File: src/sv/swva_ram.sv
// ----------------------------------------------------------------------------
// swva_ram
// Generic single-write, single-read RAM with registered read data.
// ----------------------------------------------------------------------------
module swva_ram #(
  parameter int unsigned WIDTH = 8,
  parameter int unsigned DEPTH = 16
) (
  input  logic                                       clk_i,
  input  logic                                       we_i,
  input  logic [((DEPTH > 1) ? $clog2(DEPTH) : 1)-1:0] waddr_i,
  input  logic [WIDTH-1:0]                           wdata_i,
  input  logic                                       re_i,
  input  logic [((DEPTH > 1) ? $clog2(DEPTH) : 1)-1:0] raddr_i,
  output logic [WIDTH-1:0]                           rdata_o
);

  logic [WIDTH-1:0] mem_q [DEPTH];
  logic [WIDTH-1:0] rdata_q;

  // Write port
  always_ff @(posedge clk_i) begin
    if (we_i) begin
      mem_q[waddr_i] <= wdata_i;
    end
  end

  // Registered read port
  always_ff @(posedge clk_i) begin
    if (re_i) begin
      rdata_q <= mem_q[raddr_i];
    end
  end

  assign rdata_o = rdata_q;

endmodule

File: config.mk
export PLATFORM = sky130hd
export DESIGN_NAME = swva_ram
export DESIGN_NICKNAME = d
export VERILOG_FILES = /design/src/sv/swva_ram.sv
export SDC_FILE = /design/constraint.sdc
export NUM_CORES = 1
export LEC_CHECK = 0
export BUFFER_PORTS_ARGS = -buffer_cell sky130_fd_sc_hd__buf_2
export CORE_ASPECT_RATIO = 0.6
export CORE_MARGIN = 1
export CORE_UTILIZATION = 35
export CTS_BUF_LIST = sky130_fd_sc_hd__clkbuf_8 sky130_fd_sc_hd__clkbuf_16
export DETAILED_ROUTE_END_ITERATION = 6
export PLACE_DENSITY = 0.61
export SLEW_MARGIN = 0
export SYNTH_ARGS = -nofsm -noshare
export SYNTH_HDL_FRONTEND = slang
export SYNTH_SLANG_ARGS = --single-unit
File: constraint.sdc
create_clock -name clk_i -period 3.7 [get_ports clk_i]
set_clock_uncertainty 0.05 [all_clocks]
set_input_delay 0.185 -clock clk_i [delete_from_list [all_inputs] [get_ports clk_i]]
set_output_delay 0.185 -clock clk_i [all_outputs]
set_load 0.05 [all_outputs]
==> load_flow_metrics.sql, run 1 <==
INSERT INTO impl_metrics (metric_group, metric, value, unit) VALUES
('layout', 'fraction_of_final_layout_cells_sized_beyond_drive_strength_1', '0.269', ''),
('yosys', 'synth.largest_area_cell', 'sky130_fd_sc_hd__edfxtp_1', ''),
('worst_setup_path', 'crit-reg2reg-capture', 'rdata_o[3]', ''),
('hold_path', 'hold_end', 'rdata_o[1]', ''),
('clock_tree', 'cts_tree', 'done', ''),
('sta', 'slew_headroom', '0.331', ''),
('layout', 'sequential_cell_area', '4080', 'µm²'),
('clock_tree', 'register_clock_pin_slew_on_the_reported_worst_setup_and_hold_paths', '60', 'ps'),
('worst_setup_path', 'reg2reg_depth', '3', ''),
('sta', 'worst_slack', '1900', 'ps'),
('hold_path', 'hold_removal_path_class', 'in -> reg', ''),
('sta', 'period_minus_slack', '1800', 'ps'),
('layout', 'antenna_cells_inserted', '0', ''),
('yosys', 'combined_area_of_all_synthesized_cells', '5230', 'µm²'),
('yosys', 'synthTopCellsByArea', 'sky130_fd_sc_hd__edfxtp_1, sky130_fd_sc_hd__mux4_2, sky130_fd_sc_hd__mux4_1, sky130_fd_sc_hd__a22oi_1, sky130_fd_sc_hd__nor2_1', ''),
('detailed_routing', 'drt_first_pass_iters', '5', ''),
('global_routing', 'global_route.overflow_total', '0', ''),
('yosys', 'avgSynthCellArea', '22.8', 'µm²'),
('clock_tree', 'cts_made_buffers', '17', ''),
('sta', 'timing.final.hold_violations', '0', ''),
('worst_setup_path', 'worst-endpoint-required', '3790', 'ps'),
('worst_setup_path', 'worstSetupPathDepth', '5', ''),
('clock_tree', 'postCtsHoldBufs', '0', ''),
('worst_setup_path', 'critical_path_arrival', '1890', 'ps'),
('layout', 'postLayoutCoreUtil', '0.423', ''),
('sta', 'maxSlewViolCount', '0', ''),
('worst_setup_path', 'path_class', 'in -> reg', ''),
('yosys', 'post_synth_num_cell_types', '18', ''),
('layout', 'layout.cells.non_filler', '481', ''),
('worst_setup_path', 'worstPathCellList', 'buf_2, buf_4, mux4_2, a22oi_1, nand2_1', ''),
('yosys', 'synth_flop_cell', 'sky130_fd_sc_hd__edfxtp_1', ''),
('yosys', 'synthesis.nets', '248', ''),
('floorplanning', 'io-pin-count', '27', ''),
('global_routing', 'initial_antenna_violation_count', '0', ''),
('worst_setup_path', 'max_stage_delay', '600', 'ps'),
('floorplanning', 'fp.coreArea', '14500', 'µm²'),
('worst_setup_path', 'r2r_slack', '2180', 'ps'),
('sta', 'setup_viol_count_final', '0', ''),
('worst_setup_path', 'crit_path_start_kind', 'primary input', ''),
('clock_tree', 'cts_sinks', '136', ''),
('floorplanning', 'die-area', '15400', 'µm²'),
('status', 'run_status', 'complete, no violations', ''),
('detailed_routing', 'detail_route.wirelength', '10800', 'µm'),
('detailed_routing', 'routed_length_per_placed_instance', '22.5', 'µm'),
('power', 'leakagePower', '2.04', 'nW'),
('floorplanning', 'die-width', '160', 'µm'),
('placed_design', 'port_buffer_cells', '26', ''),
('placed_design', 'pre_cts_setup_slack', '1460', 'ps'),
('yosys', 'yosysWarnings', '0', ''),
('global_routing', 'via_count_of_the_first_global_routing_pass', '2480', ''),
('floorplanning', 'rows', '34', ''),
('hold_path', 'worst_hold_path.num_cells', '1', ''),
('layout', 'final_net_count', '289', ''),
('sta', 'timing.fmax', '0.557', 'GHz'),
('clock_tree', 'max-clock-path-buffers', '2', ''),
('worst_setup_path', 'worstPathBufferInverterCount', '2', ''),
('power', 'cellPowerDensity', '589', 'nW/µm²'),
('global_routing', 'grt_start_max_net_pins', '33', ''),
('layout', 'final_cell_mix', 'sky130_fd_sc_hd__edfxtp_1, sky130_fd_sc_hd__buf_2, sky130_fd_sc_hd__mux4_2', ''),
('placed_design', 'routabilityCongestion', '0.702', ''),
('hold_path', 'hold_path.startpoint', 're_i', ''),
('detailed_routing', 'drt_first_iter_violations', '219', ''),
('worst_setup_path', 'cell_at_the_slowest_stage_of_the_critical_path', 'sky130_fd_sc_hd__mux4_2', ''),
('clock_tree', 'cts_root_buffer', 'sky130_fd_sc_hd__clkbuf_16', ''),
('detailed_routing', 'vias', '2506', ''),
('worst_setup_path', 'worstReg2RegStart', 'mem_q[15][3]', ''),
('power', 'finalPower', '0.00363', 'W'),
('placed_design', 'dp.final_hpwl', '7120', 'µm'),
('floorplanning', 'start_util', '0.359', ''),
('clock_tree', 'clock_tree.htree_level_count', '4', ''),
('detailed_routing', 'route.antenna.remaining_nets', '0', '');
[stage by stage]
step           hold WS, ps  instance area (µm²)
6_report               105                 6160
3_3_place_gp           517                 5560
5_1_grt                101                 6160
4_1_cts               92.2                 6160
2_1_floorplan          234                 5230
3_5_place_dp           519                 5560
[per-layer routing]
metal / up-vias / GRT usage / wire, µm
li1: 1066 / - / -
met5: - / 0 / 0
met2: 112 / 0.198 / 4450
met1: 1319 / 0.233 / 5240
met4: 0 / 0.0462 / 82
met3: 9 / 0.0532 / 1040
[where the power goes]
part           switching [W]  leakage (nW)  internal [W]
clock network       0.000594         0.304       0.00111
registers          0.0000114          1.24       0.00174
logic               0.000119         0.504     0.0000623
total               0.000725          2.04       0.00291
[worst max path at each step]
stage	to	from	slack [ps]
after floorplan	mem_q[0][0]	waddr_i[2]	1970
after global placement	rdata_o[3]	raddr_i[0]	1490
after global routing	rdata_o[3]	raddr_i[0]	1770
after CTS	rdata_o[3]	raddr_i[0]	1880
after detailed placement	rdata_o[3]	raddr_i[0]	1460
final	rdata_o[3]	raddr_i[0]	1900
[cell families after synthesis]
group	synth area share
DFF	0.781
muxes	0.148
buffers and inverters	0.0165
AOI/OAI and AO/OA	0.0230
and+or+nand+nor	0.0314
[sequential cells by signal, summed over array words and instances (netlist names)]
name     flops
rdata_o      8
mem_q      128
[cells in the mapped netlist, types with 2 or more instances]
cell / instances
sky130_fd_sc_hd__a22oi_1: 16
sky130_fd_sc_hd__buf_2: 3
sky130_fd_sc_hd__buf_6: 3
sky130_fd_sc_hd__clkdlybuf4s25_2: 3
sky130_fd_sc_hd__edfxtp_1: 136
sky130_fd_sc_hd__mux4_1: 14
sky130_fd_sc_hd__mux4_2: 18
sky130_fd_sc_hd__nand2_1: 9
sky130_fd_sc_hd__nand2b_1: 2
sky130_fd_sc_hd__nand3b_1: 2
sky130_fd_sc_hd__nor2_1: 13
sky130_fd_sc_hd__nor3_1: 4
[cell type report]
class / count / share of cell area
Tap cell: 198 / 0.0402
Clock buffer: 17 / 0.0691
Multi-Input combinational cell: 83 / 0.172
Clock inverter: 15 / 0.0274
Timing Repair Buffer: 32 / 0.0284
Sequential cell: 136 / 0.663
Power figures use the tool's default switching activity.
==> run 2: changes to the inputs <==
--- a/config.mk
+++ b/config.mk
@@ -11,7 +11,7 @@
 export CORE_UTILIZATION = 35
 export CTS_BUF_LIST = sky130_fd_sc_hd__clkbuf_8 sky130_fd_sc_hd__clkbuf_16
 export DETAILED_ROUTE_END_ITERATION = 6
-export PLACE_DENSITY = 0.61
+export PLACE_DENSITY = 0.63
 export SLEW_MARGIN = 0
 export SYNTH_ARGS = -nofsm -noshare
 export SYNTH_HDL_FRONTEND = slang
==> constraint.sdc (replaced) <==
create_clock -name clk_i -period 1.5 [get_ports clk_i]
set_clock_uncertainty 0.05 [all_clocks]
set_input_delay 0.075 -clock clk_i [delete_from_list [all_inputs] [get_ports clk_i]]
set_output_delay 0.075 -clock clk_i [all_outputs]
set_load 0.05 [all_outputs]
==> load_flow_metrics.sql, run 2 (same netlist as run 1, synthesis figures left out) <==
INSERT INTO impl_metrics (metric_group, metric, value, unit) VALUES
('placed_design', 'port_buffer_cells', '26', ''),
('layout', 'fraction_of_final_layout_cells_sized_beyond_drive_strength_1', '0.364', ''),
('sta', 'slew_headroom', '0.270', ''),
('floorplanning', 'rows', '34', ''),
('floorplanning', 'die-area', '15400', 'µm²'),
('layout', 'area_growth_syn_to_layout', '24.4', '%'),
('layout', 'largest_reg_flops', '128', ''),
('worst_setup_path', 'worst_path_dominant_cell_family', 'multiplexers', ''),
('sta', 'maxSlewViolCount', '0', ''),
('worst_setup_path', 'path_class', 'reg -> reg', ''),
('floorplanning', 'die-width', '160', 'µm'),
('sta', 'unrepaired_setup_endpoints_after_global_routing', 'true', ''),
('sta', 'worstMarginPinSlew', '1090', 'ps'),
('global_routing', 'initial_antenna_violation_count', '0', ''),
('sta', 'period_minus_slack', '1480', 'ps'),
('sta', 'worst_slack', '18.7', 'ps'),
('power', 'cellPowerDensity', '1490', 'nW/µm²'),
('detailed_routing', 'vias', '2555', ''),
('detailed_routing', 'drt_first_iter_violations', '200', ''),
('clock_tree', 'cts_sinks', '136', ''),
('global_routing', 'via_count_of_the_first_global_routing_pass', '2682', ''),
('layout', 'most_common_library_cell_in_the_layout_ignoring_fill_and_taps', 'sky130_fd_sc_hd__edfxtp_1', ''),
('detailed_routing', 'avgViaCountPerCell', '5.08', ''),
('detailed_routing', 'drt_first_pass_iters', '5', ''),
('layout', 'finished_layout_cell_area', '6500', 'µm²'),
('global_routing', 'grt_start_max_net_pins', '24', ''),
('layout', 'final_cell_mix', 'sky130_fd_sc_hd__edfxtp_1, sky130_fd_sc_hd__buf_2, sky130_fd_sc_hd__mux4_2', ''),
('clock_tree', 'clk_latency', '420', 'ps'),
('clock_tree', 'cts_tree', 'done', ''),
('detailed_routing', 'detail_route.wirelength', '10800', 'µm'),
('floorplanning', 'io-pin-count', '27', ''),
('placed_design', 'routabilityCongestion', '0.740', ''),
('sta', 'final_min_period_over_clock_period', '0.988', ''),
('global_routing', 'grt.total_usage', '0.155', ''),
('worst_setup_path', 'crit_path_start_kind', 'flop', ''),
('detailed_routing', 'route.antenna.remaining_nets', '0', ''),
('sta', 'timing.fmax', '0.675', 'GHz'),
('floorplanning', 'fp.coreArea', '14500', 'µm²'),
('worst_setup_path', 'max_stage_delay', '460', 'ps'),
('sta', 'timing.final.hold_violations', '0', ''),
('worst_setup_path', 'worstPathBufferInverterCount', '0', ''),
('worst_setup_path', 'worstPathCellList', 'mux4_2, a22oi_1, nand2_2', ''),
('placed_design', 'pre_cts_setup_slack', '-167', 'ps'),
('sta', 'setup_viol_count_final', '0', ''),
('clock_tree', 'cts_made_buffers', '17', ''),
('worst_setup_path', 'critPathCaptureType', 'flop', ''),
('clock_tree', 'clock_tree.htree_level_count', '4', ''),
('layout', 'top_register', 'mem_q', ''),
('worst_setup_path', 'critical_path_arrival', '1580', 'ps'),
('clock_tree', 'register_clock_pin_slew_on_the_reported_worst_setup_and_hold_paths', '60', 'ps'),
('worst_setup_path', 'worst-endpoint-required', '1600', 'ps'),
('clock_tree', 'max-clock-path-buffers', '2', ''),
('placed_design', 'placedInstanceArea', '5720', 'µm²'),
('power', 'max-vdd-ir-drop', '0.000860', 'V'),
('hold_path', 'hold_removal_path_class', 'in -> reg', ''),
('worst_setup_path', 'crit_path_max_fanout', '1', ''),
('placed_design', 'dp.final_hpwl', '7260', 'µm'),
('global_routing', 'global_route.overflow_total', '0', ''),
('layout', 'antenna_cells_inserted', '0', ''),
('floorplanning', 'start_util', '0.359', ''),
('power', 'leakagePower', '2.17', 'nW'),
('clock_tree', 'cts_root_buffer', 'sky130_fd_sc_hd__clkbuf_16', ''),
('floorplanning', 'die_height', '96.7', 'µm'),
('status', 'run_status', 'complete, no violations', ''),
('flow_run', 'cap_viol_max_count', '0', ''),
('detailed_routing', 'drc', '0', ''),
('layout', 'final_net_count', '311', ''),
('layout', 'layout.filler_cells', '1276', ''),
('detailed_routing', 'routed_length_per_placed_instance', '21.5', 'µm'),
('global_routing', 'global_route_wire_length_before_repair', '16800', 'µm'),
('worst_setup_path', 'cell_at_the_slowest_stage_of_the_critical_path', 'sky130_fd_sc_hd__mux4_2', '');
## run 2: cell count changes in the layout (fill, tap and decap cells not counted), moves of 3 or more
cell and delta:
sky130_fd_sc_hd__a22oi_1 -7, sky130_fd_sc_hd__a22oi_2 +7, sky130_fd_sc_hd__buf_12 +3, sky130_fd_sc_hd__buf_4 +12
sky130_fd_sc_hd__bufinv_16 +3, sky130_fd_sc_hd__clkinv_2 -3, sky130_fd_sc_hd__dlygate4sd3_1 +7, sky130_fd_sc_hd__inv_1 -4
sky130_fd_sc_hd__mux4_1 -5, sky130_fd_sc_hd__mux4_2 +5
## run 2: area by class of cell
type	count	area, µm²	share of cell area
multi-input cells	83	1080	0.166
clock inverters	15	272	0.0417
clock buffers	17	425	0.0654
well taps	198	248	0.0381
repair buffers	54	395	0.0608
flip-flops and latches	136	4080	0.628
## run 2: power breakdown
| part | switching, W | internal, W | total, W |
|---|---|---|---|
| logic | 0.000303 | 0.000194 | 0.000498 |
| clock network | 0.00159 | 0.00329 | 0.00488 |
| registers | 0.0000268 | 0.00428 | 0.00431 |
## run 2: path summary, 6_finish.rpt
kind | from | end | slack (ps) | cells past startpoint
worst min-delay path | wdata_i[1] | mem_q[3][1] | 10 | 1
worst max-delay path | mem_q[2][0] | rdata_o[0] | 20 | 3
worst max register to register | mem_q[2][0] | rdata_o[0] | 20 | 3
worst min register to register | mem_q[11][3] | rdata_o[3] | 710 | 3
## run 2: repair_timing
item / in CTS / in global routing
endpoints found under the setup margin: 4 / 8
hold buffers: 7 / 0
buffers inserted: 0 / 0
endpoints found under the hold margin: 79 / 0
pin swaps: 4 / 4
gates resized for setup: 6 / 7
## run 2: per-stage QoR
step	setup TNS (ps)	total power, W	cells	hold slack, ps	util
finish	0	0.00968	503	14.5	0.447
global route	-164	0.00996	503	16.1	0.447
detailed placement	-1040	0.00486	464	403	0.393
floorplan	0	0.00466	229	124	-
CTS	-19.7	0.00977	503	2.69	0.447
global placement	-995	0.00485	464	407	0.393
## run 2: routing by layer
metal / GRT usage / wire length (µm)
met1: 0.241 / 5140
met2: 0.202 / 4390
met3: 0.0502 / 1220
met4: 0.0527 / 83
met5: 0 / 0
